**src/hdl/sag_pkg.sv**
```systemverilog
// Shared types and constants of the strided tensor address generator.
`default_nettype none
package sag_pkg;

  localparam int NUM_AXES_DEF   = 4;
  localparam int COORD_BITS_DEF = 16;
  localparam int LANE_BITS      = 16;
  localparam int WORD_BITS      = 64;
  localparam int OUT_TDATA_BITS = 136;
  localparam int CFG_IDX_BITS   = 3;

  localparam logic [CFG_IDX_BITS-1:0] REG_SOURCE_SHAPE = 3'd0;
  localparam logic [CFG_IDX_BITS-1:0] REG_START_CORNER = 3'd1;
  localparam logic [CFG_IDX_BITS-1:0] REG_END_CORNER   = 3'd2;
  localparam logic [CFG_IDX_BITS-1:0] REG_STRIDES      = 3'd3;
  localparam logic [CFG_IDX_BITS-1:0] REG_AXIS_ORDER   = 3'd4;
  localparam logic [CFG_IDX_BITS-1:0] REG_PAD_BEFORE   = 3'd5;
  localparam logic [CFG_IDX_BITS-1:0] REG_PAD_AFTER    = 3'd6;

  localparam logic [7:0] AXIS_ORDER_RESET = 8'hE4;

  typedef enum logic [1:0] {
    KIND_TRANSLATE = 2'd0,
    KIND_ITERATE   = 2'd1,
    KIND_PAST_END  = 2'd2
  } item_kind_t;

  typedef struct packed {
    item_kind_t kind;
    logic       last;
    logic       in_extent;
  } item_flags_t;

  typedef struct packed {
    logic busy;
    logic done;
    logic empty;
  } derive_status_t;

endpackage
`default_nettype wire

```
**src/hdl/sag_back.sv**
```systemverilog
// Address engine: source coordinates, padding check and row-major index on a shared multiplier.
`default_nettype none
module sag_back import sag_pkg::*; #(
  parameter int N   = NUM_AXES_DEF,
  parameter int CB  = COORD_BITS_DEF,
  parameter int AXW = (N > 1) ? $clog2(N) : 1
) (
  input  wire logic                 clk,
  input  wire logic                 rst,
  input  wire logic                 q_empty,
  input  wire logic [N*CB-1:0]      q_coord,
  input  wire item_flags_t          q_flags,
  output logic                      pop,
  input  wire logic [CB-1:0]        shape   [N],
  input  wire logic [CB-1:0]        start   [N],
  input  wire logic [CB-1:0]        pad_bef [N],
  input  wire logic [CB-1:0]        stride  [N],
  input  wire logic [AXW-1:0]       axis_map[N],
  input  wire logic [WORD_BITS-1:0] pitch   [N],
  output logic                      out_valid,
  input  wire logic                 out_ready,
  output logic      [WORD_BITS-1:0] target_coord,
  output logic      [WORD_BITS-1:0] source_index,
  output logic                      padding_hit,
  output logic                      within_target,
  output logic                      past_end,
  output logic                      last_coord
);

  localparam int POSW = 2 * CB + 1;

  typedef enum logic [5:0] {
    B_IDLE = 6'b000001,
    B_POSM = 6'b000010,
    B_POSA = 6'b000100,
    B_IDXM = 6'b001000,
    B_IDXA = 6'b010000,
    B_DONE = 6'b100000
  } bstate_t;

  bstate_t              state;
  logic [CB-1:0]        coord[N];
  item_flags_t          flags;
  logic [AXW-1:0]       ax;
  logic [1:0]           part;
  logic [WORD_BITS-1:0] src[N];
  logic                 pad;
  logic [WORD_BITS-1:0] acc;
  logic [WORD_BITS-1:0] prod;

  logic [31:0]          mul_a;
  logic [31:0]          mul_b;
  logic [WORD_BITS-1:0] mul_p;
  logic [AXW-1:0]       s_ax;
  logic [POSW-1:0]      pos;
  logic [CB:0]          lim;
  logic [WORD_BITS-1:0] tc;

  assign pop  = (state == B_IDLE) && !q_empty;
  assign s_ax = axis_map[ax];
  assign pos  = POSW'(prod[2*CB-1:0]) + POSW'(start[s_ax]);
  assign lim  = {1'b0, pad_bef[s_ax]} + {1'b0, shape[s_ax]};

  // 64-bit product modulo 2^64 from three 32x32 partial products
  always_comb begin
    if (state == B_POSM) begin
      mul_a = 32'(coord[ax]);
      mul_b = 32'(stride[s_ax]);
    end else begin
      unique case (part)
        2'd0:    begin mul_a = src[ax][31:0];  mul_b = pitch[ax][31:0];  end
        2'd1:    begin mul_a = src[ax][31:0];  mul_b = pitch[ax][63:32]; end
        default: begin mul_a = src[ax][63:32]; mul_b = pitch[ax][31:0];  end
      endcase
    end
    mul_p = mul_a * mul_b;
    tc = '0;
    for (int i = 0; i < N; i++) tc[LANE_BITS*i +: CB] = coord[i];
  end

  always_ff @(posedge clk) begin
    if (rst) begin
      state     <= B_IDLE;
      out_valid <= 1'b0;
    end else begin
      if (out_valid && out_ready && state != B_DONE) out_valid <= 1'b0;
      unique case (state)
        B_IDLE: begin
          if (!q_empty) begin
            for (int i = 0; i < N; i++) begin
              coord[i] <= q_coord[CB*i +: CB];
              src[i]   <= '0;
            end
            flags <= q_flags;
            pad   <= 1'b0;
            acc   <= '0;
            ax    <= '0;
            part  <= 2'd0;
            state <= (q_flags.kind == KIND_PAST_END) ? B_DONE : B_POSM;
          end
        end
        B_POSM: begin
          prod  <= mul_p;
          state <= B_POSA;
        end
        B_POSA: begin
          if (pos < POSW'(pad_bef[s_ax]) || pos >= POSW'(lim)) pad <= 1'b1;
          src[s_ax] <= WORD_BITS'(pos) - WORD_BITS'(pad_bef[s_ax]);
          if (ax == AXW'(N-1)) begin
            ax    <= '0;
            state <= B_IDXM;
          end else begin
            ax    <= ax + AXW'(1);
            state <= B_POSM;
          end
        end
        B_IDXM: begin
          prod  <= mul_p;
          state <= B_IDXA;
        end
        B_IDXA: begin
          acc <= acc + ((part == 2'd0) ? prod : {prod[31:0], 32'd0});
          if (part == 2'd2) begin
            part <= 2'd0;
            if (ax == AXW'(N-1)) begin
              state <= B_DONE;
            end else begin
              ax    <= ax + AXW'(1);
              state <= B_IDXM;
            end
          end else begin
            part  <= part + 2'd1;
            state <= B_IDXM;
          end
        end
        B_DONE: begin
          // hold the result until the output register is free
          if (!out_valid || out_ready) begin
            out_valid <= 1'b1;
            if (flags.kind == KIND_PAST_END) begin
              target_coord  <= '0;
              source_index  <= '0;
              padding_hit   <= 1'b0;
              within_target <= 1'b0;
              past_end      <= 1'b1;
              last_coord    <= 1'b0;
            end else begin
              target_coord  <= tc;
              source_index  <= acc;
              padding_hit   <= pad;
              within_target <= flags.in_extent;
              past_end      <= 1'b0;
              last_coord    <= flags.last;
            end
            state <= B_IDLE;
          end
        end
        default: state <= B_IDLE;
      endcase
    end
  end

endmodule
`default_nettype wire

```
**config.mk**
```make
export PLATFORM = sky130hd
export DESIGN_NAME = sag_back
export DESIGN_NICKNAME = d
export VERILOG_FILES = /design/src/hdl/sag_pkg.sv /design/src/hdl/sag_back.sv
export SDC_FILE = /design/constraint.sdc
export NUM_CORES = 2
export LEC_CHECK = 0
export ABC_AREA = 1
export BUFFER_PORTS_ARGS = -buffer_cell sky130_fd_sc_hd__buf_2
export CORE_MARGIN = 8
export CORE_UTILIZATION = 60
export CTS_CLUSTER_DIAMETER = 150
export DETAILED_ROUTE_END_ITERATION = 8
export HOLD_SLACK_MARGIN = 0.02
export PLACE_DENSITY = 0.89
export SLEW_MARGIN = 10
export SYNTH_ARGS = -nofsm -noshare
export SYNTH_HDL_FRONTEND = slang
export SYNTH_SLANG_ARGS = --single-unit
```
**constraint.sdc**
```tcl
create_clock -name clk -period 12.1 [get_ports clk]
set_input_delay 0.605 -clock clk [delete_from_list [all_inputs] [get_ports clk]]
set_output_delay 0.605 -clock clk [all_outputs]
set_load 0.005 [all_outputs]
```
==> reports/results.txt <==
Slew headroom -> 6.025%
Buffers on Ports -> 725
f_max -> 90.27 MHz
Final Slew Violations -> 0
FILL cells -> 9117
Top FF cell, synth -> edfxtp_1
Worst Path Max Fanout -> 15
CTS H-tree depth -> 2
Max Cap Viol -> 0
kind of critical path -> reg2reg
CP startpoint kind -> flip-flop
Post-CTS Setup Inserts -> 0
sequential area share after synthesis -> 22.09%
unrepaired setup endpoints after global routing -> no
Syn Area/Cell -> 8.015 um^2
gpl congestion -> 1.163
Antenna Nets Post-Route -> 0
total track usage -> 47.61%
fin cells -> 10.11k
layout cells sized above 1 -> 12.47%
post-CTS sizing -> 0
EDFF count, synth -> 469
placed cell count -> 9977
CP required -> 12510 ps
# rows -> 120
CTS root buffer -> clkbuf_16
Starting Density -> 60.40%
DR vias -> 62.98k
first-pass GRT wire length -> 409200 um
register bit total from synthesis -> 478
measured slew at the worst slew-check pin -> 1406 ps
hpwl dp -> 235100 um
routed wire length per instance -> 28.63 um
final routed DRC violation total -> 0
Top cell by count, worst path -> fa_1
initial drt markers -> 9059
slowest stage delay, CP -> 840 ps
Worst Hold Launch -> q_coord[11]
Final Hold Fails -> 0
CP Launch Point -> part[0]
antenna violations before repair -> 55
post-route minimum period -> 11080 ps
routed wire length -> 289600 um
total die area -> 0.1184 mm^2
drt pass-1 iters -> 9
Post-Syn Area -> 0.06457 mm^2
I/O pin cnt -> 726
setup TNS -> 0 ps
Tcrit/Tclk final -> 91.55%
DIE HEIGHT -> 344.1 um
status -> finished clean
vias in the first global route -> 61.85k
most common cell after layout, fill and taps aside -> nand2_1
Worst-Skew Late Latency -> 700 ps
crit end category -> flip-flop
Remaining Overflow, GRT -> 0
Crit-path slowest cell -> fa_1
register area -> 0.01427 mm^2
most frequent cells in the layout -> nand2_1, inv_1, nor2_1
Yosys cell types -> 60
Clock Tree Buf Depth -> 3
Finished Core Util -> 66.68%
CTS tree -> built
Vias/cell -> 6.227
clock-pin slew on the worst setup and hold paths -> 70 ps
Core ar. -> 0.1069 mm^2
Synthesized Nets -> 9943
Critical Path AT -> 11490 ps
largest net degree at the start of global routing -> 132
cts bufs inserted -> 54
Reg2Reg Launch Point -> part[0]
final net count -> 10.52k
multi-input logic area -> 0.04309 mm^2
final setup violating endpoints -> 0
clk_skew -> 39.70 ps
Post-Synthesis Cells -> 8056
die width -> 344.1 um
area grow syn2layout -> 10.39%
hold buffer count at cts -> 0
Async S/R FF share, synth -> 0%
Clock Sinks -> 478
Syn. warnings -> 0
Hold Path Class -> in2reg
-- flip-flops by register name, indices dropped and copies added (netlist names), named ones only --
register       flops
out_valid          1
padding_hit        1
last_coord         1
source_index      64
src              136
coord             64
flags              4
ax                 2
acc               64
within_target      1
past_end           1
part               2
state              6
prod              64
target_coord      64
pad                1
-- synthesized netlist by cell type, types with 65 or more instances --
library cell / n / area, um^2
fa_1: 900 / 18020
nand2_1: 1612 / 6051
nor2_1: 1243 / 4666
xor2_1: 65 / 569.3
ha_1: 395 / 4942
inv_1: 1494 / 5608
o21ai_0: 372 / 1862
o22ai_1: 70 / 437.9
a21oi_1: 411 / 2057
clkbuf_1: 119 / 446.7
buf_2: 175 / 875.8
edfxtp_1: 469 / 14080
nand3_1: 191 / 955.9
-- per-layer routing --
layer / vias to the layer above / global-route usage [%] / share of wire, %
li1: 26269 / - / -
met1: 30081 / 58.78 / 34
met2: 5385 / 66.49 / 40
met3: 1224 / 21.48 / 17
met4: 18 / 32.56 / 8.7
met5: - / 0 / 0.039
-- final timing paths --
| path | end | slack, ps | depth (start not counted) |
|---|---|---|---|
| min | coord[0][11] | 80 | 1 |
| max | prod[52] | 1020 | 29 |
| min reg2reg | padding_hit | 580 | 2 |
| max reg2reg | prod[52] | 1020 | 29 |
-- worst max-delay path, delay by kind of cell (launching register included) --
family	cells	cell delay [ps]
buffers and inverters	7	1690
and+or+nand+nor	10	3320
DFF	1	420
AOI/OAI and AO/OA	1	140
xor gates and xnor gates	1	150
adders and majority gates	10	5050
-- logic make-up after synthesis --
logic type	count (synthesis)	synth area share [%]
AO/OA/AOI/OAI	1095	9.722
multiplexers	15	0.2616
buffers and inverters	1868	11.28
adder cells (fa/ha/maj)	1295	35.56
XOR/XNOR	95	1.289
flip-flops	478	22.09
AND/OR/NAND/NOR	3210	19.80
-- through the flow --
stage | setup slack [ps] | instance area, um^2 | hold WS, ps
floorplan | 1562 | 64570 | 519.2
global placement | 1606 | 69460 | 528.6
detailed placement | 1483 | 69460 | 566.8
CTS | 1380 | 71180 | 78.01
global route | 851.8 | 71220 | 79.07
finish | 1022 | 71280 | 77.16
-- final cells by class --
cell class | instances | area share, %
Antenna cell | 39 | 0.1369
Inverter | 1544 | 8.139
Clock buffer | 62 | 1.938
Sequential cell | 478 | 20.01
Clock inverter | 36 | 0.4810
Timing Repair Buffer | 842 | 6.375
Tap cell | 1403 | 2.463
Multi-Input combinational cell | 5710 | 60.45
Power is left out: the tool's default activity adds up to more than one toggle a clock period on the data nets, which glitch-free logic cannot reach.
