[config.mk]
export PLATFORM = sky130hd
export DESIGN_NAME = sag_queue
export DESIGN_NICKNAME = d
export VERILOG_FILES = /design/src/hdl/sag_pkg.sv /design/src/hdl/sag_queue.sv
export SDC_FILE = /design/constraint.sdc
export NUM_CORES = 1
export LEC_CHECK = 0
export BUFFER_PORTS_ARGS = -buffer_cell sky130_fd_sc_hd__buf_2
export CAP_MARGIN = 20
export CORE_MARGIN = 4
export CORE_UTILIZATION = 58
export CTS_BUF_LIST = sky130_fd_sc_hd__clkbuf_4
export CTS_CLUSTER_SIZE = 28
export DETAILED_ROUTE_END_ITERATION = 6
export PLACE_DENSITY_LB_ADDON = 0.25
export SYNTH_ARGS = -nofsm -noshare
export SYNTH_HDL_FRONTEND = slang
export SYNTH_SLANG_ARGS = --single-unit
[constraint.sdc]
create_clock -name clk -period 13.1 [get_ports clk]
set_input_delay 2.62 -clock clk [delete_from_list [all_inputs] [get_ports clk]]
set_output_delay 2.62 -clock clk [all_outputs]
set_load 0.02 [all_outputs]
[src/hdl/sag_pkg.sv]
// Shared types and constants of the strided tensor address generator.
`default_nettype none
package sag_pkg;

  localparam int NUM_AXES_DEF   = 4;
  localparam int COORD_BITS_DEF = 16;
  localparam int LANE_BITS      = 16;
  localparam int WORD_BITS      = 64;
  localparam int OUT_TDATA_BITS = 136;
  localparam int CFG_IDX_BITS   = 3;

  localparam logic [CFG_IDX_BITS-1:0] REG_SOURCE_SHAPE = 3'd0;
  localparam logic [CFG_IDX_BITS-1:0] REG_START_CORNER = 3'd1;
  localparam logic [CFG_IDX_BITS-1:0] REG_END_CORNER   = 3'd2;
  localparam logic [CFG_IDX_BITS-1:0] REG_STRIDES      = 3'd3;
  localparam logic [CFG_IDX_BITS-1:0] REG_AXIS_ORDER   = 3'd4;
  localparam logic [CFG_IDX_BITS-1:0] REG_PAD_BEFORE   = 3'd5;
  localparam logic [CFG_IDX_BITS-1:0] REG_PAD_AFTER    = 3'd6;

  localparam logic [7:0] AXIS_ORDER_RESET = 8'hE4;

  typedef enum logic [1:0] {
    KIND_TRANSLATE = 2'd0,
    KIND_ITERATE   = 2'd1,
    KIND_PAST_END  = 2'd2
  } item_kind_t;

  typedef struct packed {
    item_kind_t kind;
    logic       last;
    logic       in_extent;
  } item_flags_t;

  typedef struct packed {
    logic busy;
    logic done;
    logic empty;
  } derive_status_t;

endpackage
`default_nettype wire

[src/hdl/sag_queue.sv]
// Two-entry queue between the front end and the address engine.
`default_nettype none
module sag_queue import sag_pkg::*; #(
  parameter int W = NUM_AXES_DEF * COORD_BITS_DEF + $bits(item_flags_t)
) (
  input  wire logic         clk,
  input  wire logic         rst,
  input  wire logic         push,
  input  wire logic [W-1:0] wdata,
  input  wire logic         pop,
  output logic      [W-1:0] rdata,
  output logic              full,
  output logic              empty
);

  logic [W-1:0] mem[2];
  logic         wptr;
  logic         rptr;
  logic [1:0]   count;

  assign full  = (count == 2'd2);
  assign empty = (count == 2'd0);
  assign rdata = mem[rptr];

  always_ff @(posedge clk) begin
    if (push) mem[wptr] <= wdata;
  end

  always_ff @(posedge clk) begin
    if (rst) begin
      wptr  <= 1'b0;
      rptr  <= 1'b0;
      count <= 2'd0;
    end else begin
      if (push) wptr <= ~wptr;
      if (pop)  rptr <= ~rptr;
      unique case ({push, pop})
        2'b10:   count <= count + 2'd1;
        2'b01:   count <= count - 2'd1;
        default: count <= count;
      endcase
    end
  end

endmodule
`default_nettype wire

==> metrics.md, run 1 <==
| Metric | Value |
|---|---|
| Die area | `between 0.01 and 0.015 mm²` |
| Post-Synthesis Cell Area | `about 0.0051 mm²` |
| # fillers | `between 500 and 600` |
| WL/cell | `between 15 and 20 µm` |
| P per Cell Area | `roughly 150 mW/mm²` |
| Antenna violations before repair | `1` |
| DRC Markers | `0` |
| First-pass GRT wire length | `roughly 13 mm` |
| Final Max Tran Viols | `0` |
| Site row count | `33` |
| Number of max-cap violations | `0` |
| # IOs | `around 140` |
| Buffers and inverters on the worst path | `2` |
| CTS tree | `done` |
| Fin. Hold Viols | `0` |
| Post-synthesis sequential area ratio | `around 82%` |
| N_diodes | `0` |
| Worst-case vdd ir drop | `between 0.1 and 0.15 mV` |
| Post-synth top area share | `roughly four fifths` |
| Setup repair bufs after CTS | `0` |
| Worst min path class | `register to register` |
| Worst slew margin | `about 38%` |
| Synth Warn # | `0` |
| First DRT Iteration DRCs | `110` |
| Share of layout cells above drive strength 1 | `61.6%` |
| Vias in the first global route | `between 2000 and 3000` |
| Status | `finished clean` |
| Largest net degree at the start of global routing | `69` |
| Hold_buf cts | `0` |
| Period utilization | `a little under two fifths` |
| Post-synth EDFFs | `136` |
| Crit path cell chain | `buf_4 -> mux2_2 -> buf_2` |
| Vias per cell | `roughly 5.2` |
| Synth area leaders | `edfxtp_1 80%, mux2_2 15%, dfxtp_1 2.0%` |
| Cell family with most CP delay | `buffers and inverters` |
| Die X | `between 100 and 150 µm` |
| Root Driver | `clkbuf_4` |
| Post-synth top cells | `136 x edfxtp_1, 68 x mux2_2, 6 x nor2_1` |
| Routed WL | `between 8 and 9 mm` |
| Core ar. | `0.00838 mm²` |
| Async SR Flop Fraction | `0%` |
| Crit. End Element | `primary output` |
| Main synth FF type | `edfxtp_1` |
| TritonCTS buffer count | `17` |
| Clock Path Buffers | `2` |
| Setup TNS | `0 ns` |
| TritonRoute pass-1 iters | `4` |
| Multi-input logic area | `877 µm²` |
| Critical path launch point type | `register` |
| Detailed-route via count | `around 2700` |
| DP Worst Slack | `between 8 and 9 ns` |
| Achievable Freq | `204 MHz` |
| Post-Synthesis Cells | `234` |
| GR Util All Layers | `17.5%` |
| Starting Density | `61.0%` |
| Register area | `around 0.0042 mm²` |
| Cell taking the most area after synthesis | `edfxtp_1` |
| Number of port buffers | `approximately 140` |
| Syn_nets | `307` |
| Nets | `461` |
| Worst setup margin | `roughly 8.2 ns` |
| Syn-to-layout area delta | `22.1%` |
| CTS H-tree depth | `4` |
| Crit path required time | `10.48 ns` |
| Worst EP arrival | `2.28 ns` |
| Critical-path maximum fanout | `54` |
| Least-Margin Pin Slew | `~0.94 ns` |
| Minimum clock period | `4.90 ns` |
| Leak | `0.00235 µW` |
| Clock-pin slew on the worst setup and hold paths | `~0.12 ns` |
| Detail Route Antenna Nets | `0` |
| Post-CTS resize count | `0` |
| Die height | `102 µm` |
| Critical-path top delay cell | `buf_4` |
| Cell with the most instances after synthesis | `edfxtp_1` |
| Yosys cell types | `15` |
| GRT overflow | `0` |
| Clock skew | `0.0142 ns` |
| Mean post-synth cell area | `~22 µm²` |
| Setup CP Type | `register to primary output` |
| Clock Latency Late Sink | `0.48 ns` |
| R2r setup slk | `approximately 11 ns` |
| Count of final setup violators | `0` |
| Yosys reg bits | `about 140` |
| Final weighted congestion in routability-driven placement | `0.705` |
| Clock sink total | `approximately 140` |
| Crit-path max cell delay | `around 0.64 ns` |
| DP HPWL | `~5.7 mm` |
| Unrepaired setup endpoints after global routing | `no` |
==> path summary, 6_finish.rpt <==
check | startpoint | endpoint | depth (start not counted)
worst max-delay path | register | rdata[65] | 3
worst min-delay path | count[1]$_SDFFE_PP0P_ | count[1]$_SDFFE_PP0P_ | 2
worst max register to register | wptr$_SDFFE_PP0P_ | mem[0][28]$_DFFE_PP_ | 2
worst min register to register | count[1]$_SDFFE_PP0P_ | count[1]$_SDFFE_PP0P_ | 2
==> sequential cells by signal, summed over array words and instances, names as in the netlist, named ones only <==
signal / flops
rptr: 1
count: 2
wptr: 1
mem: 136
==> cell type report <==
type	count	share of cell area (%)
clock buffers	18	2.16
inverters	1	0.0601
clock inverters	14	3.07
repair buffers	143	11.5
flip-flops and latches	141	67.0
multi-input cells	84	14.0
well taps	105	2.10
==> cell families (layout without fill, tap and decap cells) <==
group / count (synthesis) / count (layout) / share of synthesized area, %
flip-flops: 141 / 141 / 81.8
XOR/XNOR: 4 / 4 / 0.685
buffers and inverters: 9 / 176 / 1.22
AND/OR/NAND/NOR: 9 / 9 / 0.857
adder cells (fa/ha/maj): 1 / 1 / 0.245
multiplexers: 68 / 68 / 15.0
AO/OA/AOI/OAI: 2 / 2 / 0.196
==> layout by cell type, fill, tap and decap left out, types with 3 or more instances in the layout <==
master	count
nor2_1	5
dfxtp_1	4
buf_2	141
clkinv_2	3
clkinvlp_4	4
mux2_2	68
clkbuf_4	18
xnor2_1	3
edfxtp_1	136
bufinv_16	4
==> report_power, final <==
| group | switching [µW] | internal (µW) |
|---|---|---|
| registers | 8.20 | 525 |
| logic | 73.7 | 49.7 |
| clock network | 148 | 154 |
| total | 230 | 729 |
==> tightest hold or removal path, stage by stage, from the launching register on <==
cell and delay [ns]:
dfxtp_1 0.36, o21ai_0 0.08, a21oi_1 0.07
==> metal layers <==
layer	up-vias	share of wire (%)	GRT usage [%]
li1	1236	-	-
met1	1279	41	22.8
met2	124	48	26.8
met3	9	10	7.71
met4	2	0.62	5.75
met5	-	0.15	0
==> per-stage QoR <==
stage	util (%)	cell area (µm²)	std cells	hold WS [ns]	power [µW]
5_1_grt	74.5	6240	506	0.557	1000
2_1_floorplan	-	5110	234	0.461	624
4_1_cts	74.5	6240	506	0.530	968
3_3_place_gp	70.6	5920	474	0.478	665
6_report	74.5	6240	506	0.537	959
3_5_place_dp	70.6	5920	474	0.512	668
Power figures use the tool's default switching activity.
==> run 2, diff against run 1 <==
CORE_UTILIZATION = 54   (was 58)
clock period = 4.88 ns   (was 13.1 ns; I/O delays follow)
==> run 2 against run 1 <==
Highest routed layer is now met4. Setup slack worse by 6.5 ns. Total power grew to 2.6 times the previous value. Cell count is 4.7% higher. Count of clock-buffer cells in the layout stayed put.
==> metrics.md, run 2 (same netlist as run 1, synthesis figures left out) <==
| Metric | Value |
|---|---|
| Minimum clock period | `between 3 and 4 ns` |
| # IOs | `142 (unchanged)` |
| Worst slew margin | `39.3% (was 37.6%)` |
| Setup repair bufs after CTS | `0 (unchanged)` |
| Post-Route Utilization | `67.6% (was 74.5%)` |
| GR Util All Layers | `16.0% (was 17.5%)` |
| TritonCTS buffer count | `17 (unchanged)` |
| Least-Margin Pin Slew | `0.911 ns (was 0.936 ns)` |
| Biggest regs | `mem x136, count x2 (unchanged)` |
| Root Driver | `clkbuf_4 (unchanged)` |
| Antenna violations before repair | `0 (was 1)` |
| GRT overflow | `0 (unchanged)` |
| CTS tree | `done (unchanged)` |
| Number of max-cap violations | `0 (unchanged)` |
| WL/cell | `16.1 µm (was 17.3 µm)` |
| Critical path launch point type | `register (unchanged)` |
| Site row count | `35 (was 33)` |
| Unrepaired setup endpoints after global routing | `no (unchanged)` |
| Routed WL | `8.52 mm (was 8.74 mm)` |
| P per Cell Area | `403 mW/mm² (was 154 mW/mm²)` |
| Period utilization | `65.7%` |
| DP HPWL | `5.52 mm (was 5.66 mm)` |
| Max FFs per register | `136 (unchanged)` |
| Leak | `0.00234 µW (was 0.00235 µW)` |
| Share of layout cells above drive strength 1 | `61.3% (was 61.6%)` |
| Count of final setup violators | `0 (unchanged)` |
| Clock sink total | `141 (unchanged)` |
| Setup TNS | `0 ns (unchanged)` |
| Starting Density | `55.3% (was 61.0%)` |
| Die X | `105 µm (was 102 µm)` |
| Detail Route Antenna Nets | `0 (unchanged)` |
| Die height | `105 µm (was 102 µm)` |
| Achievable Freq | `around 310 MHz` |
| Clock Path Buffers | `2 (unchanged)` |
| N_diodes | `0 (unchanged)` |
| Setup CP Type | `register to primary output (unchanged)` |
| Worst-case vdd ir drop | `0.236 mV (was 0.118 mV)` |
| Clock Latency Late Sink | `0.47 ns (was 0.48 ns)` |
| Largest net degree at the start of global routing | `69 (unchanged)` |
| Core ar. | `0.00924 mm² (was 0.00838 mm²)` |
| Commonest non-fill, non-tap cells in the layout | `141 x buf_2, 136 x edfxtp_1, 68 x mux2_2 (unchanged)` |
| Die area | `0.0111 mm² (was 0.0104 mm²)` |
| First-pass GRT wire length | `13.5 mm (was 13.4 mm)` |
| Crit. End Element | `primary output (unchanged)` |
| Final Max Tran Viols | `0 (unchanged)` |
| Fin. Hold Viols | `0 (unchanged)` |
| Nets | `461 (unchanged)` |
| Number of port buffers | `141 (unchanged)` |
| Syn-to-layout area delta | `22.2% (was 22.1%)` |
| Commonest non-fill, non-tap cell in the layout | `buf_2 (unchanged)` |
| Final weighted congestion in routability-driven placement | `0.715 (was 0.705)` |
| Detailed-route via count | `2603 (was 2650)` |
| Worst min path class | `register to register (unchanged)` |
| Vias per cell | `4.91 (was 5.24)` |
| Top reg by flops | `mem (unchanged)` |
| Clock-pin slew on the worst setup and hold paths | `0.11 ns (was 0.12 ns)` |
| Worst EP arrival | `2.23 ns (was 2.28 ns)` |
| Post-CTS resize count | `0 (unchanged)` |
| CTS H-tree depth | `4 (unchanged)` |
| Critical-path maximum fanout | `60 (was 54)` |
| DRC Markers | `0 (unchanged)` |
| Status | `finished clean (unchanged)` |
| First DRT Iteration DRCs | `83 (was 110)` |
| Crit path required time | `3.90 ns (was 10.48 ns)` |
| Clock skew | `0.0115 ns (was 0.0142 ns)` |
| TritonRoute pass-1 iters | `4 (unchanged)` |
| Vias in the first global route | `2800 (was 2719)` |
| Hold_buf cts | `0 (unchanged)` |
## run 2: changes by cell type in the layout (fill, tap and decap cells not counted), sizes merged
cell      delta
bufinv       -1
clkinvlp     -1
inv          +1
clkinv       +1
## run 2: metal layers
metal | vias up | wire length, µm | track usage, %
li1 | 1230 | - | -
met1 | 1268 | 3610 | 20.1
met2 | 99 | 4170 | 25.2
met3 | 6 | 682 | 6.80
met4 | 0 | 60 | 5.06
met5 | - | 0 | 0
## run 2: power breakdown
part           switching (µW)  internal (µW)
logic                     197            133
clock network             399            362
registers                20.1           1410
## run 2: final timing paths
check / slack, ns / cells past startpoint / end / from
min reg2reg: 0.53 / 2 / count[1]$_SDFFE_PP0P_ / count[1]$_SDFFE_PP0P_
max reg2reg: 3.01 / 2 / mem[0][46]$_DFFE_PP_ / wptr$_SDFFE_PP0P_
min: 0.53 / 2 / count[1]$_SDFFE_PP0P_ / count[1]$_SDFFE_PP0P_
max: 1.68 / 3 / rdata[60] / register
## run 2: cell type report
cell class	count	area (µm²)
Clock buffer	18	135
Clock inverter	14	166
Fill cell	662	2990
Inverter	1	3.75
Multi-Input combinational cell	84	877
Sequential cell	141	4190
Tap cell	129	161
Timing Repair Buffer	143	721
## run 2: stage by stage
step | setup slack [ns] | instance area, µm² | power [µW] | hold slack, ns | instances
3_5_place_dp | 2.17 | 5950 | 1790 | 0.506 | 498
4_1_cts | 1.59 | 6250 | 2550 | 0.522 | 530
6_report | 1.68 | 6250 | 2520 | 0.528 | 530
3_3_place_gp | 2.17 | 5950 | 1790 | 0.479 | 498
5_1_grt | 1.52 | 6250 | 2640 | 0.554 | 530
2_1_floorplan | 0.498 | 5110 | 1680 | 0.461 | 234
## run 2: critical path, cell delays in order (launching register included)
cell and delay [ns]:
dfxtp_2 0.46, buf_4 0.66, mux2_2 0.43, buf_2 0.17
