$ cat src/hdl/sag_pkg.sv
// Shared types and constants of the strided tensor address generator.
`default_nettype none
package sag_pkg;

  localparam int NUM_AXES_DEF   = 4;
  localparam int COORD_BITS_DEF = 16;
  localparam int LANE_BITS      = 16;
  localparam int WORD_BITS      = 64;
  localparam int OUT_TDATA_BITS = 136;
  localparam int CFG_IDX_BITS   = 3;

  localparam logic [CFG_IDX_BITS-1:0] REG_SOURCE_SHAPE = 3'd0;
  localparam logic [CFG_IDX_BITS-1:0] REG_START_CORNER = 3'd1;
  localparam logic [CFG_IDX_BITS-1:0] REG_END_CORNER   = 3'd2;
  localparam logic [CFG_IDX_BITS-1:0] REG_STRIDES      = 3'd3;
  localparam logic [CFG_IDX_BITS-1:0] REG_AXIS_ORDER   = 3'd4;
  localparam logic [CFG_IDX_BITS-1:0] REG_PAD_BEFORE   = 3'd5;
  localparam logic [CFG_IDX_BITS-1:0] REG_PAD_AFTER    = 3'd6;

  localparam logic [7:0] AXIS_ORDER_RESET = 8'hE4;

  typedef enum logic [1:0] {
    KIND_TRANSLATE = 2'd0,
    KIND_ITERATE   = 2'd1,
    KIND_PAST_END  = 2'd2
  } item_kind_t;

  typedef struct packed {
    item_kind_t kind;
    logic       last;
    logic       in_extent;
  } item_flags_t;

  typedef struct packed {
    logic busy;
    logic done;
    logic empty;
  } derive_status_t;

endpackage
`default_nettype wire

$ cat src/hdl/sag_derive.sv
// Configuration registers and the sequencer that derives target extents and row pitches.
`default_nettype none
module sag_derive import sag_pkg::*; #(
  parameter int N   = NUM_AXES_DEF,
  parameter int CB  = COORD_BITS_DEF,
  parameter int AXW = (N > 1) ? $clog2(N) : 1
) (
  input  wire logic                    clk,
  input  wire logic                    rst,
  input  wire logic                    cfg_valid,
  input  wire logic [CFG_IDX_BITS-1:0] cfg_index,
  input  wire logic [WORD_BITS-1:0]    cfg_data,
  output logic      [CB-1:0]           shape   [N],
  output logic      [CB-1:0]           start   [N],
  output logic      [CB-1:0]           pad_bef [N],
  output logic      [CB-1:0]           stride  [N],
  output logic      [AXW-1:0]          axis_map[N],
  output logic      [CB-1:0]           extent  [N],
  output logic      [WORD_BITS-1:0]    pitch   [N],
  output derive_status_t               status
);

  localparam int BCW = $clog2(CB + 2);

  typedef enum logic [4:0] {
    D_IDLE  = 5'b00001,
    D_LOAD  = 5'b00010,
    D_DIV   = 5'b00100,
    D_PLOAD = 5'b01000,
    D_PMUL  = 5'b10000
  } dstate_t;

  dstate_t              state;
  logic [CB-1:0]        end_r   [N];
  logic [CB-1:0]        stride_r[N];
  logic [7:0]           order_r;
  logic [AXW-1:0]       ax;
  logic [BCW-1:0]       bc;
  logic [CB:0]          num;
  logic [CB-1:0]        rem;
  logic [CB:0]          quo;
  logic [CB-1:0]        dsor;
  logic [CB-1:0]        mplr;
  logic [WORD_BITS-1:0] prod;
  logic [WORD_BITS-1:0] acc;
  logic                 empty;
  logic                 done;
  logic                 wr;

  logic [AXW-1:0]       s_ax;
  logic [CB-1:0]        diff;
  logic [CB:0]          num_load;
  logic [CB:0]          rem_sh;
  logic                 ge;
  logic [CB:0]          rem_n;
  logic [CB:0]          quo_n;
  logic [WORD_BITS-1:0] acc_n;

  assign wr = cfg_valid && (cfg_index <= REG_PAD_AFTER);

  always_comb begin
    for (int i = 0; i < N; i++) begin
      logic [1:0] sel;
      sel = order_r[2*i +: 2];
      axis_map[i] = (int'(sel) < N) ? AXW'(sel) : AXW'(i);
      stride[i]   = (stride_r[i] == '0) ? CB'(1) : stride_r[i];
    end
  end

  // ceil(d / stride) as floor((d + stride - 1) / stride), one quotient bit a cycle
  assign s_ax     = axis_map[ax];
  assign diff     = (end_r[s_ax] > start[s_ax]) ? (end_r[s_ax] - start[s_ax]) : '0;
  assign num_load = {1'b0, diff} + {1'b0, stride[s_ax]} - (CB+1)'(1);
  assign rem_sh   = {rem, num[CB]};
  assign ge       = rem_sh >= {1'b0, dsor};
  assign rem_n    = ge ? (rem_sh - {1'b0, dsor}) : rem_sh;
  assign quo_n    = {quo[CB-1:0], ge};
  assign acc_n    = {acc[WORD_BITS-2:0], 1'b0} + (mplr[CB-1] ? prod : '0);

  always_ff @(posedge clk) begin
    if (rst) begin
      for (int i = 0; i < N; i++) begin
        shape[i]    <= '0;
        start[i]    <= '0;
        end_r[i]    <= '0;
        stride_r[i] <= CB'(1);
        pad_bef[i]  <= '0;
      end
      order_r <= AXIS_ORDER_RESET;
      state   <= D_LOAD;
      ax      <= '0;
      empty   <= 1'b0;
      done    <= 1'b0;
    end else begin
      done <= 1'b0;
      if (wr) begin
        unique case (cfg_index)
          REG_SOURCE_SHAPE: for (int i = 0; i < N; i++) shape[i] <= cfg_data[LANE_BITS*i +: CB];
          REG_START_CORNER: for (int i = 0; i < N; i++) start[i] <= cfg_data[LANE_BITS*i +: CB];
          REG_END_CORNER:   for (int i = 0; i < N; i++) end_r[i] <= cfg_data[LANE_BITS*i +: CB];
          REG_STRIDES:      for (int i = 0; i < N; i++) stride_r[i] <= cfg_data[LANE_BITS*i +: CB];
          REG_AXIS_ORDER:   order_r <= cfg_data[7:0];
          REG_PAD_BEFORE:   for (int i = 0; i < N; i++) pad_bef[i] <= cfg_data[LANE_BITS*i +: CB];
          default: ;
        endcase
        state <= D_LOAD;
        ax    <= '0;
        empty <= 1'b0;
      end else begin
        unique case (state)
          D_IDLE: ;
          D_LOAD: begin
            num   <= num_load;
            dsor  <= stride[s_ax];
            rem   <= '0;
            quo   <= '0;
            bc    <= '0;
            state <= D_DIV;
          end
          D_DIV: begin
            rem <= rem_n[CB-1:0];
            quo <= quo_n;
            num <= {num[CB-1:0], 1'b0};
            bc  <= bc + BCW'(1);
            if (bc == BCW'(CB)) begin
              extent[ax] <= quo_n[CB-1:0];
              if (quo_n == '0) empty <= 1'b1;
              if (ax == AXW'(N-1)) begin
                prod  <= WORD_BITS'(1);
                state <= D_PLOAD;
              end else begin
                ax    <= ax + AXW'(1);
                state <= D_LOAD;
              end
            end
          end
          D_PLOAD: begin
            pitch[ax] <= prod;
            acc       <= '0;
            mplr      <= shape[ax];
            bc        <= '0;
            state     <= D_PMUL;
          end
          D_PMUL: begin
            acc  <= acc_n;
            mplr <= {mplr[CB-2:0], 1'b0};
            bc   <= bc + BCW'(1);
            if (bc == BCW'(CB-1)) begin
              prod <= acc_n;
              if (ax == '0) begin
                done  <= 1'b1;
                state <= D_IDLE;
              end else begin
                ax    <= ax - AXW'(1);
                state <= D_PLOAD;
              end
            end
          end
          default: state <= D_IDLE;
        endcase
      end
    end
  end

  assign status.busy  = (state != D_IDLE);
  assign status.done  = done;
  assign status.empty = empty;

endmodule
`default_nettype wire

$ cat config.mk
export PLATFORM = sky130hd
export DESIGN_NAME = sag_derive
export DESIGN_NICKNAME = d
export VERILOG_FILES = /design/src/hdl/sag_pkg.sv /design/src/hdl/sag_derive.sv
export SDC_FILE = /design/constraint.sdc
export NUM_CORES = 1
export LEC_CHECK = 0
export BUFFER_PORTS_ARGS = -buffer_cell sky130_fd_sc_hd__buf_4
export CAP_MARGIN = 20
export CORE_MARGIN = 2
export CORE_UTILIZATION = 45
export CTS_CLUSTER_SIZE = 25
export DETAILED_ROUTE_END_ITERATION = 10
export GPL_TIMING_DRIVEN = 0
export PLACE_DENSITY = 0.68
export SLEW_MARGIN = 30
export SYNTH_ARGS = -nofsm -noshare
export SYNTH_HDL_FRONTEND = slang
export SYNTH_SLANG_ARGS = --single-unit
$ cat constraint.sdc
create_clock -name clk -period 15.05 [get_ports clk]
set_input_delay 1.505 -clock clk [delete_from_list [all_inputs] [get_ports clk]]
set_output_delay 1.505 -clock clk [all_outputs]
set_load 0.005 [all_outputs]
==> run metrics, run 1 <==
status completed; Worst Path Required 15560 ps; placed wire-length estimate 95500 microns; WL per Instance 23.9 microns; Gate Count Post-Synth 3220; Inst Count DP 5065; ys flop type edfxtp_1; Yosys warning count 0; crit path max fanout 10; Final setup viols 0; drt pass-1 iters 8; most common cell after layout, fill and taps aside buf_4; DR iter-0 viols 2609; Final Skew 39.4 ps; Slew Viols, Final 0; Worst setup EP type flip-flop; flops & latches, synth 870; gpl congestion 0.993; clock sinks 870; leak pwr 18.5 nW; Post-CTS Resized 0; Row Count 106; I/O Buffers 655; top-area cell type share of the netlist area 51.8%; number of global-route vias before repair 27212; Pwr Density 112 nW/um^2; CTS root buf clkbuf_16; latest clock arrival within the worst-skew pair 660 ps; Slew HR 37.4%; TritonCTS clock tree yes; Post-Route Utilization 57.7%; Layout area overhead 26.5%; CTS max path bufs 3; critical path arrival 8470 ps; CTS buffer count 90; RSZ-0062 raised after global routing false; crit-path leading delay family compound AO/OA/AOI/OAI gates; die width 296 microns; Post-Syn Nets 3422; Die Y 296 microns; startpoint types flip-flop; share of synthesized registers carrying an async set or reset 0%; Hold Vio Cnt, Final 0; largest net degree at the start of global routing 25; min cycle time layout 7960 ps; gr ovfl total 0; worst hold path class flip-flop to flip-flop; Top cell by count, worst path a21oi_1; core area 84000 sq um; Max Fclk 126 MHz; Starting Density 45.6%; hold slack final 456 ps; via count 28606; WL final 126000 microns; Largest stage delay, worst path 750 ps; initial antenna violation count 7; post-route ant nets 0; sequential share of the synthesized area 62.8%; slowest CP cell buf_1; first-pass GRT wire length 180000 microns; Cell variety after synth 86; CTS Hold Buffers Added 0; dominant cell type by area after synthesis edfxtp_1; Synth area leaders edfxtp_1, dfxtp_1, nand2_1; worst slew pin tran 939 ps; crit path kind flip-flop to flip-flop; peak supply drop 0.0000876 V; Final period util 52.9%; GRT Overall Usage 28.0%; Post-synth EDFFs 661; Final nets 4225; Syn Area/Cell 11.9 sq um; Mapped Area 38300 sq um; I/O pins 657; commonest cells after routing, fill and taps aside buf_4, edfxtp_1, nand2_1; share of layout cells above drive strength 1 24.1%; vias per inst 5.46; Crit path buffers/inverters 5; H-tree levels 3; Post CTS Setup Buffer Count 0; max cap viols 0; Non-Filler Instances 5241; residual DRC count 0; Clock transition at path regs 60 ps; die area 87400 sq um; fill count 7056
-- path summary, 6_finish.rpt --
check                   start          end  slack [ps]  depth (start not counted)
setup / recovery        ax[1]      num[11]        7090                         29
hold / removal    pad_bef[48]  pad_bef[48]         460                          2
setup reg to reg        ax[1]      num[11]        7090                         29
hold reg to reg   pad_bef[48]  pad_bef[48]         460                          2
-- stage by stage --
step                      total power, mW  area, sq um  setup WS [ps]  TNS, ps
after floorplan                      3.03        38300           2390        0
after global placement               3.22        44600          -4300  -274860
after detailed placement             3.23        45500           7100        0
after CTS                            5.44        48400           7050        0
after global routing                 5.59        48400           6560        0
final                                5.41        48400           7090        0
-- logic make-up after synthesis --
kind of cell / after synthesis / share of synthesized area (%)
compound gates: 562 / 9.13
xor+xnor: 81 / 1.85
fa+ha+maj: 132 / 4.39
buf+inv: 330 / 3.35
flops: 870 / 62.8
mux: 118 / 4.78
simple gates: 1127 / 13.7
-- worst reg2reg max path: cells and delay by family, from the launching register on --
kind | cells | cell delay, ps
mux | 2 | 850
buf+inv | 5 | 1990
simple gates | 4 | 950
compound gates | 14 | 2420
fa+ha+maj | 4 | 1220
flops | 1 | 390
-- area by class of cell --
type	count	area, sq um	area share (%)
Antenna cell	8	20.0	0.0413
Buffer	211	837	1.73
Clock buffer	122	2460	5.09
Clock inverter	46	459	0.948
Inverter	119	447	0.922
Multi-Input combinational cell	2020	13100	27.1
Sequential cell	870	24000	49.6
Tap cell	1134	1420	2.93
Timing Repair Buffer	711	5660	11.7
-- state kept, by name (all words and copies together) (netlist names) --
name      flops
pitch       256
end_r        64
extent       64
pad_bef      64
prod         64
shape        64
start        64
stride_r     64
acc          63
num          17
dsor         16
mplr         16
quo          16
rem          16
order_r       8
bc            5
state         5
ax            2
done          1
empty         1
-- per-layer routing --
layer / vias to the layer above / global-route usage [%] / part of all wire, %
met2: 1457 / 44.2 / 46
li1: 13048 / - / -
met3: 300 / 7.12 / 10
met1: 13799 / 36.0 / 39
met5: - / 0 / 0.010
met4: 2 / 13.4 / 5.3
-- cells in the mapped netlist (9+ instances only) --
cell type	count
xor2_1	37
o21a_1	20
edfxtp_1	661
inv_1	119
xnor2_1	44
mux2_2	18
mux2i_1	50
buf_2	18
a31oi_1	15
ha_1	128
nand4_1	24
o21ai_0	58
buf_1	9
a211oi_1	10
nor4_1	21
o21bai_1	23
nand2_1	537
a21oi_1	305
nand3_1	32
and2_1	211
nor2_1	166
nor3_1	51
nor2b_1	21
a21o_1	44
clkbuf_1	179
dfxtp_1	209
nand2b_1	18
mux4_2	50
-- where the power goes --
group	switching [mW]	total [mW]	internal, mW
clock	0.946	2.22	1.28
sequential	0.0415	2.68	2.63
combinational	0.299	0.516	0.217
Note: power is estimated with default switching activity, not from simulation.
==> run 2: changes to the inputs <==
Clock period 15.05 ns to 8.28 ns, I/O delays scaled along.
==> run 2 against run 1 <==
  * Register-to-register slack got worse by 6600 ps
  * Cell area rose by 0.33%
  * Fmax rose by 2.1%
  * Worst hold slack got worse by 1.8 ps
  * Wire length rose by 0.95%
  * Sequential power rose by 81%
  * Clock power rose by 90%
  * Critical path depth fell by 1
  * Largest power group unchanged
==> run metrics, run 2 (synthesis results as in run 1) <==
I/O Buffers 655; RSZ-0062 raised after global routing false; Clock transition at path regs 60 ps; pre-CTS setup slack 256 ps; wire length on met2 57700 microns; crit path max fanout 10; Slew HR 34.1%; min cycle time layout 7800 ps; worst hold path class flip-flop to flip-flop; peak supply drop 0.000168 V; gr ovfl total 0; Row Count 106; startpoint types flip-flop; core area 84000 sq um; max cap viols 0; most common cell after layout, fill and taps aside buf_4; total power 10.0 mW; Largest register FFs 256; Slew Viols, Final 0; r2r endpoint num[11]; commonest cells after routing, fill and taps aside buf_4, edfxtp_1, nand2_1; vias per inst 5.50; largest net degree at the start of global routing 24; worst slew pin tran 988 ps; placed wire-length estimate 96100 microns; R2R Path Start ax[0]; WHS Endpoint pad_bef[33]; Worst setup EP type flip-flop; Hold Path Depth 2; DR iter-0 viols 2892; post-route ant nets 0; Final period util 94.2%; H-tree levels 3; die width 296 microns; Pwr Density 206 nW/um^2; leak pwr 18.6 nW; die area 87400 sq um; Final setup viols 0; WL final 127000 microns; drt pass-1 iters 6; hold slack final 454 ps; CTS root buf clkbuf_16; Highest Signal Layer met5; Max Fclk 128 MHz; Die Y 296 microns; critical path arrival 8290 ps; first-pass GRT wire length 181000 microns; Top cell by count, worst path a21oi_1; hold path startpoint pad_bef[33]; Routed met1 length 49500 microns; residual DRC count 0; number of global-route vias before repair 27326; latest clock arrival within the worst-skew pair 680 ps; setup ws final 484 ps; Final Skew 53.4 ps; initial antenna violation count 11; Final nets 4217; gpl congestion 0.989; share of layout cells above drive strength 1 24.4%; TritonCTS clock tree yes; status completed; Largest stage delay, worst path 640 ps; slowest CP cell mux4_2; setup tns final 0 ps; via count 28773; CTS buffer count 90; I/O pins 657; crit path kind flip-flop to flip-flop; Most flops, register pitch; CTS max path bufs 3; Starting Density 45.6%; worst reg-to-reg path cell count 28; GRT Overall Usage 28.2%; Worst Path Required 8770 ps; WL per Instance 24.2 microns; reg2reg setup slack 480 ps; clock sinks 870; CTS Hold Buffers Added 0; Layout area overhead 26.9%; routed length on met3 12300 microns; Hold Vio Cnt, Final 0
run 2: routing by layer:
| metal | vias to the layer above | GRT usage [%] |
|---|---|---|
| li1 | 13046 | - |
| met1 | 13887 | 36.5 |
| met2 | 1522 | 44.5 |
| met3 | 316 | 6.44 |
| met4 | 2 | 14.5 |
| met5 | - | 0 |
run 2: area by class of cell:
| class | count | area [sq um] |
|---|---|---|
| Fill cell | 6935 | 35400 |
| Sequential cell | 870 | 24000 |
| Multi-Input combinational cell | 2020 | 13100 |
| Timing Repair Buffer | 704 | 5630 |
| Clock buffer | 111 | 2450 |
| Tap cell | 1134 | 1420 |
| Buffer | 210 | 836 |
| Clock inverter | 57 | 664 |
| Inverter | 119 | 447 |
| Antenna cell | 4 | 10.0 |
run 2: critical path, delay by kind of cell (launching register included):
family	cells	cell delay, ps
compound gates	14	2470
fa+ha+maj	4	1260
buf+inv	4	1550
flops	1	370
mux	2	990
simple gates	4	970
run 2: timing repair:
action	CTS	global route
buffers inserted	0	0
endpoints found under the setup margin	0	6
gates resized for setup	0	4
run 2: how the worst max path moves through the flow:
stage / start / to / slack, ps / cells after the start
3_5_place_dp: ax[1] / num[11] / 260 / 29
2_1_floorplan: rst / bc[0] / 540 / 4
4_1_cts: ax[1] / num[11] / 160 / 29
5_1_grt: ax[0] / num[11] / 30 / 28
6_report: ax[0] / num[11] / 480 / 28
3_3_place_gp: cfg_index[2] / bc[0] / -3490 / 5
run 2: per-stage QoR:
step / std cells / instance area (sq um) / utilization [%]
2_1_floorplan: 3220 / 38300 / -
3_3_place_gp: 5009 / 44600 / 53.2
3_5_place_dp: 5058 / 45500 / 54.2
4_1_cts: 5226 / 48600 / 57.9
5_1_grt: 5229 / 48600 / 57.9
6_report: 5229 / 48600 / 57.9
run 2: power breakdown:
part	switching [mW]	total (mW)	internal [mW]
Sequential	0.0760	4.86	4.79
Combinational	0.548	0.943	0.395
Clock	1.82	4.22	2.40
Total	2.45	10.0	7.58
